$ cat config.mk
export PLATFORM = sky130hd
export DESIGN_NAME = rtc_date_to_epoch_seconds
export DESIGN_NICKNAME = d
export VERILOG_FILES = /design/src/design/rtcde_pkg.sv /design/src/design/rtcde_acc.sv /design/src/design/rtcde_ctrl.sv /design/src/design/rtc_date_to_epoch_seconds.sv
export SDC_FILE = /design/constraint.sdc
export NUM_CORES = 1
export LEC_CHECK = 0
export BUFFER_PORTS_ARGS = -buffer_cell sky130_fd_sc_hd__clkbuf_2
export CAP_MARGIN = 10
export CELL_PAD_IN_SITES_DETAIL_PLACEMENT = 0
export CELL_PAD_IN_SITES_GLOBAL_PLACEMENT = 1
export CORE_MARGIN = 4
export CORE_UTILIZATION = 47
export CTS_CLUSTER_DIAMETER = 50
export CTS_CLUSTER_SIZE = 25
export DETAILED_ROUTE_END_ITERATION = 12
export GPL_TIMING_DRIVEN = 1
export MAX_ROUTING_LAYER = met4
export PLACE_DENSITY = 0.82
export SYNTH_ARGS = -nofsm -noshare
export SYNTH_HDL_FRONTEND = slang
export SYNTH_SLANG_ARGS = --single-unit
$ cat constraint.sdc
create_clock -name clk_i -period 4.9 [get_ports clk_i]
set_input_delay 0.49 -clock clk_i [delete_from_list [all_inputs] [get_ports clk_i]]
set_output_delay 0.49 -clock clk_i [all_outputs]
set_load 0.01 [all_outputs]
$ cat src/design/rtcde_pkg.sv
// Types and constants for the date to epoch seconds converter.
// Depends on nothing; imported by every module of the block.
package rtcde_pkg;

  typedef struct packed {
    logic [7:0] year_since_2000;
    logic [3:0] month_of_year;
    logic [4:0] day_of_month;
    logic [4:0] hour_of_day;
    logic [5:0] minute_of_hour;
    logic [5:0] second_of_minute;
  } rtcde_in_t;

  typedef struct packed {
    logic [31:0] epoch_seconds;
    logic        year_out_of_range;
  } rtcde_out_t;

  localparam logic [31:0] SecsLeapYear   = 32'd31622400;
  localparam logic [31:0] SecsCommonYear = 32'd31536000;
  localparam logic [31:0] SecsPerDay     = 32'd86400;
  localparam logic [31:0] SecsPerHour    = 32'd3600;
  localparam logic [31:0] SecsPerMinute  = 32'd60;

  // Years from 1970 up to 2000, and the last two-digit year accepted (2099).
  localparam logic [7:0] YearsBefore2000 = 8'd30;
  localparam logic [7:0] LastYearOffset  = 8'd99;
  // 1970 + n is a leap year when the low bits of n equal this value.
  localparam logic [1:0] LeapPhase = 2'd2;

  typedef enum logic [2:0] {
    ST_IDLE,
    ST_YEAR,
    ST_MONTH,
    ST_DAY,
    ST_HOUR,
    ST_MINUTE,
    ST_SECOND,
    ST_DONE
  } state_e;

  typedef enum logic [1:0] {
    OP_HOLD,
    OP_CLEAR,
    OP_ONE,
    OP_ADD
  } op_e;

  typedef enum logic [2:0] {
    SEL_YEAR,
    SEL_MONTH,
    SEL_DAY,
    SEL_HOUR,
    SEL_MINUTE,
    SEL_SECOND
  } sel_e;

  // Commands from the sequencer to the accumulator.
  typedef struct packed {
    op_e        op;
    sel_e       sel;
    logic [7:0] idx;
    logic       leap;
    logic [5:0] second;
  } acc_ctrl_t;

  // Status from the sequencer to the top level.
  typedef struct packed {
    logic busy;
    logic done;
    logic oor;
  } ctrl_stat_t;

  // Length of month m (0 is January) in seconds.
  function automatic logic [31:0] month_secs(input logic [3:0] m, input logic leap);
    logic [31:0] secs;
    unique case (m)
      4'd0:    secs = 32'd2678400;                          // 31 days
      4'd1:    secs = leap ? 32'd2505600 : 32'd2419200;     // 29 or 28 days
      4'd2:    secs = 32'd2678400;
      4'd3:    secs = 32'd2592000;                          // 30 days
      4'd4:    secs = 32'd2678400;
      4'd5:    secs = 32'd2592000;
      4'd6:    secs = 32'd2678400;
      4'd7:    secs = 32'd2678400;
      4'd8:    secs = 32'd2592000;
      4'd9:    secs = 32'd2678400;
      4'd10:   secs = 32'd2592000;
      default: secs = 32'd2678400;
    endcase
    return secs;
  endfunction

endpackage

$ cat src/design/rtcde_acc.sv
// Accumulator with the single shared 32-bit adder of the converter.
// Depends on rtcde_pkg; driven by rtcde_ctrl.
module rtcde_acc import rtcde_pkg::*; (
  input  logic        clk_i,
  input  acc_ctrl_t   ctrl_i,
  output logic [31:0] acc_o
);

  logic [31:0] acc_q, acc_d;
  logic [31:0] operand;

  always_comb begin
    unique case (ctrl_i.sel)
      SEL_YEAR:   operand = (ctrl_i.idx[1:0] == LeapPhase) ? SecsLeapYear : SecsCommonYear;
      SEL_MONTH:  operand = month_secs(ctrl_i.idx[3:0], ctrl_i.leap);
      SEL_DAY:    operand = SecsPerDay;
      SEL_HOUR:   operand = SecsPerHour;
      SEL_MINUTE: operand = SecsPerMinute;
      SEL_SECOND: operand = {26'd0, ctrl_i.second};
      default:    operand = 32'd0;
    endcase
  end

  always_comb begin
    unique case (ctrl_i.op)
      OP_HOLD:  acc_d = acc_q;
      OP_CLEAR: acc_d = 32'd0;
      OP_ONE:   acc_d = 32'd1;
      OP_ADD:   acc_d = acc_q + operand;
      default:  acc_d = acc_q;
    endcase
  end

  always_ff @(posedge clk_i) begin
    acc_q <= acc_d;
  end

  assign acc_o = acc_q;

endmodule

$ cat src/design/rtcde_ctrl.sv
// Sequencer of the converter: captures a reading and steps the accumulator
// through the year, month, day, hour, minute and second phases.
// Depends on rtcde_pkg; drives rtcde_acc.
module rtcde_ctrl import rtcde_pkg::*; (
  input  logic       clk_i,
  input  logic       rst_ni,
  input  logic       in_valid_i,
  input  rtcde_in_t  in_data_i,
  input  logic       out_free_i,
  output acc_ctrl_t  acc_ctrl_o,
  output ctrl_stat_t stat_o
);

  typedef struct packed {
    logic [3:0] months_before;
    logic [4:0] days_before;
    logic [4:0] hour;
    logic [5:0] minute;
    logic [5:0] second;
    logic       leap;
  } job_t;

  state_e     state_q, state_d;
  logic [7:0] idx_q, idx_d;
  logic [7:0] lim_q, lim_d;
  job_t       job_q, job_d;
  logic       oor_q, oor_d;
  logic       last;
  logic [7:0] idx_inc;
  logic       done;
  acc_ctrl_t  ctl;

  assign last    = (idx_q == lim_q);
  assign idx_inc = idx_q + 8'd1;

  always_comb begin
    state_d    = state_q;
    idx_d      = idx_q;
    lim_d      = lim_q;
    job_d      = job_q;
    oor_d      = oor_q;
    done       = 1'b0;
    ctl.op     = OP_HOLD;
    ctl.sel    = SEL_YEAR;
    ctl.idx    = idx_q;
    ctl.leap   = job_q.leap;
    ctl.second = job_q.second;

    unique case (state_q)
      ST_IDLE: begin
        if (in_valid_i) begin
          // Month zero counts as January and anything above twelve as December.
          if (in_data_i.month_of_year == 4'd0) begin
            job_d.months_before = 4'd0;
          end else if (in_data_i.month_of_year > 4'd12) begin
            job_d.months_before = 4'd11;
          end else begin
            job_d.months_before = in_data_i.month_of_year - 4'd1;
          end
          // Day zero counts as the first of the month.
          if (in_data_i.day_of_month == 5'd0) begin
            job_d.days_before = 5'd0;
          end else begin
            job_d.days_before = in_data_i.day_of_month - 5'd1;
          end
          job_d.hour   = in_data_i.hour_of_day;
          job_d.minute = in_data_i.minute_of_hour;
          job_d.second = in_data_i.second_of_minute;
          job_d.leap   = (in_data_i.year_since_2000[1:0] == 2'd0);
          if (in_data_i.year_since_2000 > LastYearOffset) begin
            oor_d   = 1'b1;
            ctl.op  = OP_ONE;
            state_d = ST_DONE;
          end else begin
            oor_d   = 1'b0;
            ctl.op  = OP_CLEAR;
            idx_d   = 8'd0;
            lim_d   = in_data_i.year_since_2000 + YearsBefore2000;
            state_d = ST_YEAR;
          end
        end
      end
      ST_YEAR: begin
        ctl.sel = SEL_YEAR;
        if (last) begin
          idx_d   = 8'd0;
          lim_d   = {4'd0, job_q.months_before};
          state_d = ST_MONTH;
        end else begin
          ctl.op = OP_ADD;
          idx_d  = idx_inc;
        end
      end
      ST_MONTH: begin
        ctl.sel = SEL_MONTH;
        if (last) begin
          idx_d   = 8'd0;
          lim_d   = {3'd0, job_q.days_before};
          state_d = ST_DAY;
        end else begin
          ctl.op = OP_ADD;
          idx_d  = idx_inc;
        end
      end
      ST_DAY: begin
        ctl.sel = SEL_DAY;
        if (last) begin
          idx_d   = 8'd0;
          lim_d   = {3'd0, job_q.hour};
          state_d = ST_HOUR;
        end else begin
          ctl.op = OP_ADD;
          idx_d  = idx_inc;
        end
      end
      ST_HOUR: begin
        ctl.sel = SEL_HOUR;
        if (last) begin
          idx_d   = 8'd0;
          lim_d   = {2'd0, job_q.minute};
          state_d = ST_MINUTE;
        end else begin
          ctl.op = OP_ADD;
          idx_d  = idx_inc;
        end
      end
      ST_MINUTE: begin
        ctl.sel = SEL_MINUTE;
        if (last) begin
          state_d = ST_SECOND;
        end else begin
          ctl.op = OP_ADD;
          idx_d  = idx_inc;
        end
      end
      ST_SECOND: begin
        ctl.sel = SEL_SECOND;
        ctl.op  = OP_ADD;
        state_d = ST_DONE;
      end
      ST_DONE: begin
        done = 1'b1;
        if (out_free_i) begin
          state_d = ST_IDLE;
        end
      end
      default: begin
        state_d = ST_IDLE;
      end
    endcase
  end

  always_ff @(posedge clk_i or negedge rst_ni) begin
    if (!rst_ni) begin
      state_q <= ST_IDLE;
      oor_q   <= 1'b0;
    end else begin
      state_q <= state_d;
      oor_q   <= oor_d;
    end
  end

  always_ff @(posedge clk_i) begin
    idx_q <= idx_d;
    lim_q <= lim_d;
    job_q <= job_d;
  end

  assign acc_ctrl_o  = ctl;
  assign stat_o.busy = (state_q != ST_IDLE);
  assign stat_o.done = done;
  assign stat_o.oor  = oor_q;

endmodule

$ cat src/design/rtc_date_to_epoch_seconds.sv
// Top level of the real-time-clock date to epoch seconds converter.
// Depends on rtcde_pkg, rtcde_ctrl and rtcde_acc.
//
//  Channel | Direction | Handshake               | Payload
//  --------+-----------+-------------------------+--------------------------
//  in      | input     | in_valid_i / in_stall_o | in_data_i  (rtcde_in_t)
//  out     | output    | out_valid_o/ out_stall_i| out_data_o (rtcde_out_t)
//
// A transaction is captured and then summed on the one shared 32-bit adder: the
// year phase adds one year weight per year from 1970 up to the year of the date,
// the month, day, hour and minute phases add one weight per whole unit before the
// date, each phase with one closing step, and the second phase adds the seconds.
// A year past 2099 finishes with the value 1 and the error flag.
// Reset is asynchronous and active low; it idles the sequencer and empties the
// output register. A stalled result holds the sequencer in its final state.

module rtc_date_to_epoch_seconds import rtcde_pkg::*; (
  input  logic       clk_i,
  input  logic       rst_ni,
  input  logic       in_valid_i,
  output logic       in_stall_o,
  input  rtcde_in_t  in_data_i,
  output logic       out_valid_o,
  input  logic       out_stall_i,
  output rtcde_out_t out_data_o
);

  acc_ctrl_t   acc_ctrl;
  ctrl_stat_t  stat;
  logic [31:0] acc;
  logic        out_free;
  logic        out_valid_q, out_valid_d;
  rtcde_out_t  out_data_q, out_data_d;

  // The output register can take a result when it is empty or being drained.
  assign out_free = !out_valid_q || !out_stall_i;

  rtcde_ctrl u_ctrl (
    .clk_i      (clk_i),
    .rst_ni     (rst_ni),
    .in_valid_i (in_valid_i),
    .in_data_i  (in_data_i),
    .out_free_i (out_free),
    .acc_ctrl_o (acc_ctrl),
    .stat_o     (stat)
  );

  rtcde_acc u_acc (
    .clk_i  (clk_i),
    .ctrl_i (acc_ctrl),
    .acc_o  (acc)
  );

  // A new reading is taken only while the sequencer is idle; the output
  // register lets it start while the previous result still waits.
  assign in_stall_o = stat.busy;

  always_comb begin
    out_valid_d = out_valid_q;
    out_data_d  = out_data_q;
    if (stat.done && out_free) begin
      out_valid_d                  = 1'b1;
      out_data_d.epoch_seconds     = acc;
      out_data_d.year_out_of_range = stat.oor;
    end else if (!out_stall_i) begin
      out_valid_d = 1'b0;
    end
  end

  always_ff @(posedge clk_i or negedge rst_ni) begin
    if (!rst_ni) begin
      out_valid_q <= 1'b0;
    end else begin
      out_valid_q <= out_valid_d;
    end
  end

  always_ff @(posedge clk_i) begin
    out_data_q <= out_data_d;
  end

  assign out_valid_o = out_valid_q;
  assign out_data_o  = out_data_q;

endmodule

* Yosys cells after proc, flatten, opt, wreduce, memory -nomap -nowiden
Index checks and enable logic that the tools add are counted.
** Word-level totals
- Register bits :: 113
- Input bits :: 38
- Output and inout bits :: 35
- Word-level logic and storage cells :: 111
** Cells by class
- $add $sub $neg :: 5
- $lt $le $gt $ge :: 2
- Equal/unequal tests :: 32
- Mux-type cells :: 36
- Reduce and logical (&&, ||, !) cells :: 21
** Operators with widths (number)
- $pmux W32 S6 :: 1
- $pmux W32 S3 :: 1
- $mux W8 :: 10
- $pmux W32 S2 :: 1
- $pmux W8 S5 :: 1
- $mux W18 :: 2
- $add A32 B32 Y32 :: 1
- $mux W3 :: 8
- $pmux W3 S8 :: 1
- $pmux W8 S3 :: 1
- $eq A3 B3 Y1 const B :: 6
- $pmux W3 S5 :: 1
- $reduce_and A7 Y1 :: 2
- $eq A3 B2 Y1 const B :: 4
- $ne A2 B1 Y1 const B :: 6
- $add A8 B1 Y8 const B :: 1
- $add A8 B5 Y8 const B :: 1
- $eq A4 B4 Y1 const B :: 2
- $eq A8 B8 Y1 :: 1
- $gt A8 B7 Y1 const B :: 1
- $ne A2 B2 Y1 const B :: 4
- $reduce_or A4 Y1 :: 2
- $eq A2 B2 Y1 const B :: 3
- $eq A3 B1 Y1 const B :: 2
- 24 further kinds :: 33

* Depth between registers and ports, before layout
- Word-level depth :: 6
- Mapped depth :: 19
- Depth with buffers taken out :: 17

* Hierarchy
Synthesis repeated with hierarchy kept, for this count alone.
** Unflattened totals
- Cells, all modules :: 607
- Area total of the unflattened synthesis :: 6551.3 sq um
** By module, submodules not included
- rtcde_acc :: times used 1, cells each 336, area each 2861.5 sq um, seq. area each 960.9 sq um
- rtcde_ctrl :: times used 1, cells each 234, area each 2651.3 sq um, seq. area each 1391.3 sq um
- rtc_date_to_epoch_seconds :: times used 1, cells each 37, area each 1038.5 sq um, seq. area each 1016.0 sq um

* Worst setup path after synthesis
No wires, ideal clock.
- Kind :: reg-to-reg
- Start point :: register u_ctrl.idx_q[0]
- End point :: register u_acc.acc_q[30] (netlist: u_acc.acc_o[30]) (data pin)
- Setup time :: 143 ps
- Data arrival time :: 3749 ps
- Required time :: 4757 ps
- Slack :: 1009 ps
- Cell stages (with the launch flop) :: 19
- Buffers on the path :: 2
- Period minus slack after synthesis :: 3891 ps
- Cell sequence :: edfxtp_1 > inv_1 > ha_1 > clkbuf_1 > nor2_1 > a211oi_1 > a31oi_1 > a21oi_1 > a21oi_1 > o21ai_0 > o31ai_1 > ha_1 > clkdlybuf4s15_2 > nand4_1 > o221a_2 > o31ai_4 > a211oi_4 > or4_4 > a21oi_2
** On the way
- Cells in the longest elaborated chain, start to end :: 6
- Elaborated cells between the ends (all ways) :: 18
- Classes of those cells :: add/sub (1); eq/ne (10); mux (6); reduce/logical (1)
** Ends and longest elaborated chain
- start: declaration :: line rtcde_ctrl.sv:24 : logic [7:0] idx_q, idx_d;
- start signal: assignment :: line rtcde_ctrl.sv:164 : idx_q <= idx_d;
- $eq A4 B2 Y1, or another cell as far along :: line rtcde_pkg.sv:77 : unique case (m)
- $reduce_or A4 Y1 (no source line)
- $pmux W32 S2 :: line rtcde_pkg.sv:77
- $pmux W32 S6 :: line rtcde_acc.sv:13 : unique case (ctrl_i.sel)
- $add A32 B32 Y32 :: line rtcde_acc.sv:29 : OP_ADD: acc_d = acc_q + operand;
- $pmux W32 S3 * :: line rtcde_acc.sv:25 : unique case (ctrl_i.op)
- via u_acc.acc_d[30] :: line rtcde_acc.sv:9 : logic [31:0] acc_q, acc_d;
- end signal: assignment :: line rtcde_acc.sv:35 : acc_q <= acc_d;
- end: declaration :: line rtcde_acc.sv:9
The timed path passes the listed nets; every way through them passes the cells marked *.
A chain may end at the register's enable or synchronous reset.

* Final worst setup path
- Start point :: register u_ctrl.idx_q[0]
- End point :: register u_acc.acc_q[23] (netlist: u_acc.acc_o[23]) (data pin)
The elaborated chain is that of the path after synthesis.

==> impl_metrics.toml <==
[outcome]
status = "completed"

[logic_synthesis]
syn_nets = 644
netlist_top_cells_count = "108 x edfxtp_1, 58 x nor2_1, 46 x a21oi_1"
synth_top_flop_cell = "edfxtp_1"
yosys-top-cells-area = "edfxtp_1 51%, ha_1 5.9%, a21oi_1 3.6%, xor2_1 3.6%, nor2_1 3.4%"
syn_area_per_cell_sq_um = 11.10
synth_edf_count = 108
yosys.cell_types.count = 63
synthCells = 575
ys_warn_count = 0
async_flop_share_pct = 4.425
ys_seq_area_share_pct = 52.76
synth_area_leader_cell = "edfxtp_1"
yosysMostFrequentCell = "edfxtp_1"
syn_area_sq_um = 6384
yosysTopAreaCellShare_pct = 50.80
ys_seq_elements = 113

[global_routing]
antenna_found_initial = 0
grt_max_degree = 38
grtUsageMet3_pct = 5.274
met1_usage_pct = 23.26
grt.total_usage_pct = 18.65
gr-max-usage-layer = "met2"
grt_overflow = 0
grt_pass1_wl_um = 22550
grt_pass1_vias = 4636
grt_use_met2_pct = 28.53

[power_and_ir_drop]
p_leak_uw = 0.002979
power_uw = 5843
ir_drop_mv = 0.3495
cellPowerDensity_nw_per_um2 = 776.5

[clock_network]
numClockSinks = 113
htreeDepth = 4
cts_root_buffer = "clkbuf_16"
path_clk_slew_ns = 0.05
clockBufferDepth = 2
cts.repair.resized = 0
tritoncts = "done"
clock_latency_ns = 0.42
numCtsBuffers = 17

[critical_path]
path_max_fanout = 9
startpoint_type = "flop"
critPathKind = "flop to flop"
worstPathArrival_ns = 4.48
cp-end-kind = "flop"
required_ns = 5.03

[place]
io_buffers = 72
dp.cells = 803
gp_congestion = 0.9086
place_hpwl_um = 9884

[floorplanning]
ios = 73
start_util_pct = 48.01
die_h_um = 124.5
rows = 42
die_w_um = 124.5
core_sq_um = 13300
dieArea_sq_um = 15510

[detailed_routing]
first_iter_violations = 296
routed_via_density = 5.657
drt-total-wl_um = 13660
ant_nets = 0
drc_errors = 0
wl_per_cell_um = 16.34
via_count = 4729
dr.pass1.iters = 4

[sta]
hold_violations = 0
post-route-period-util_pct = 88.83
maxSlewHeadroom_pct = 23.21
min_period_ns = 4.353
setup_viol_count_final = 0
tightest_slew_ns = 1.149
clock_skew_ns = 0.01212
rsz0062_at_grt = "no"
drv_slew = 0
max_freq_mhz = 229.7
setup_tns_ns = 0

[layout]
layoutNonFillerInstCount = 836
final_nets = 716
drive_above_1_share_pct = 19.85
synthToLayoutAreaGrowth_pct = 17.88
diodes = 0

[job]
maxCapViolCount = 0

[hold_path]
hp-class = "input port to flop"
[worst paths after layout]
check	startpoint	endpoint	slack [ns]	depth (start not counted)
max	u_ctrl.idx_q[0]	u_acc.acc_o[23]	0.55	16
min	in_data_i[4]	u_ctrl.acc_ctrl_o[4]	0.24	1
max reg2reg	u_ctrl.idx_q[0]	u_acc.acc_o[23]	0.55	16
min reg2reg	u_acc.acc_o[19]	out_data_o[20]	0.47	0
max in group asynchronous	rst_ni	u_ctrl.oor_q	4.31	2
min in group asynchronous	rst_ni	u_ctrl.state_q[1]	0.43	2
[layout make-up]
type                            instances  area (sq um)
Inverter                               21         78.83
Fill cell                            1132          5771
Clock buffer                           18         429.2
Clock inverter                         14         188.9
Timing Repair Buffer                   77         400.4
Multi-Input combinational cell        417          2839
Tap cell                              176         220.2
Sequential cell                       113          3368
[flip-flops by register name (all words and copies together), names as in the netlist]
name	count
out_data_o	33
u_ctrl.idx_q	8
u_ctrl.lim_q	8
u_ctrl.acc_ctrl_o	7
u_ctrl.state_q	3
u_acc.acc_o	32
out_valid_o	1
u_ctrl.job_q	20
u_ctrl.oor_q	1
[cell usage in the layout (no fill, tap or decap), types with 5 or more instances in the layout]
master     netlist  routed
nand3_1         14      14
a21boi_0         7       7
edfxtp_1       108     108
mux2i_1          5       5
dfrtp_1          5       5
a21oi_1         46      45
inv_1           21      21
xnor2_1         15      15
a31oi_1          6       6
o21ai_0         25      25
nor2b_1          6       6
nand2b_1         9       9
nor2_1          58      58
xor2_1          26      26
clkbuf_16        0      17
a21o_1          14      14
o21bai_1         6       6
clkbuf_2         3      72
and3_1           6       6
nor3_1          16      16
ha_1            30      30
nand2_1         44      44
o21a_1           7       7
nand4_1         11      11
o22ai_1          6       6
[report_power, final]
group | switching (uW) | total, uW | internal [uW]
combinational | 1670 | 2720 | 1050
clock | 442 | 1290 | 847
sequential | 248 | 1840 | 1590
total | 2360 | 5840 | 3490
[worst max-delay path, stage by stage (launching register included)]
cell	delay (ns)
edfxtp_1	0.50
inv_1	0.13
ha_1	0.34
nor2_1	0.10
a211oi_1	0.28
a31oi_1	0.19
a21oi_1	0.25
a21oi_1	0.08
o21ai_0	0.15
o31ai_1	0.13
ha_1	0.42
nand4_1	0.28
nor3_1	0.24
nand2_1	0.12
a2111oi_0	0.55
o21ai_0	0.13
nor3b_1	0.16
[metrics by stage]
stage | hold slack (ns) | setup slack (ns) | instance area, sq um | utilization [%]
2_1_floorplan | 0.1944 | 1.009 | 6384 | -
3_3_place_gp | 0.3260 | 0.7811 | 6897 | 51.87
3_5_place_dp | 0.3334 | 0.6145 | 6897 | 51.87
4_1_cts | 0.2160 | 0.6193 | 7525 | 56.60
5_1_grt | 0.2160 | 0.1743 | 7525 | 56.60
6_report | 0.2384 | 0.5472 | 7525 | 56.60
[routing by layer]
| metal | share of wire, % | wire [um] | up-vias |
|---|---|---|---|
| li1 | - | - | 2293 |
| met1 | 44 | 6052 | 2259 |
| met2 | 48 | 6559 | 150 |
| met3 | 5.3 | 727 | 27 |
| met4 | 2.4 | 325 | 0 |
| met5 | 0 | 0 | - |
[cell families (layout without fill, tap and decap cells)]
logic type | after synthesis | count (layout) | share of synthesized area (%)
flops | 113 | 113 | 52.76
simple gates | 183 | 183 | 14.01
xor+xnor | 41 | 41 | 5.625
fa+ha+maj | 31 | 31 | 6.194
mux | 8 | 8 | 1.666
compound gates | 154 | 154 | 16.80
buf+inv | 45 | 130 | 2.940
[timing repair]
item | CTS | global route
endpoints found under the setup margin | 0 | 0
endpoints found under the hold margin | 5 | 0
hold buffers | 1 | 0
setup buffers | 0 | 0
(Power assumes the default switching activity.)
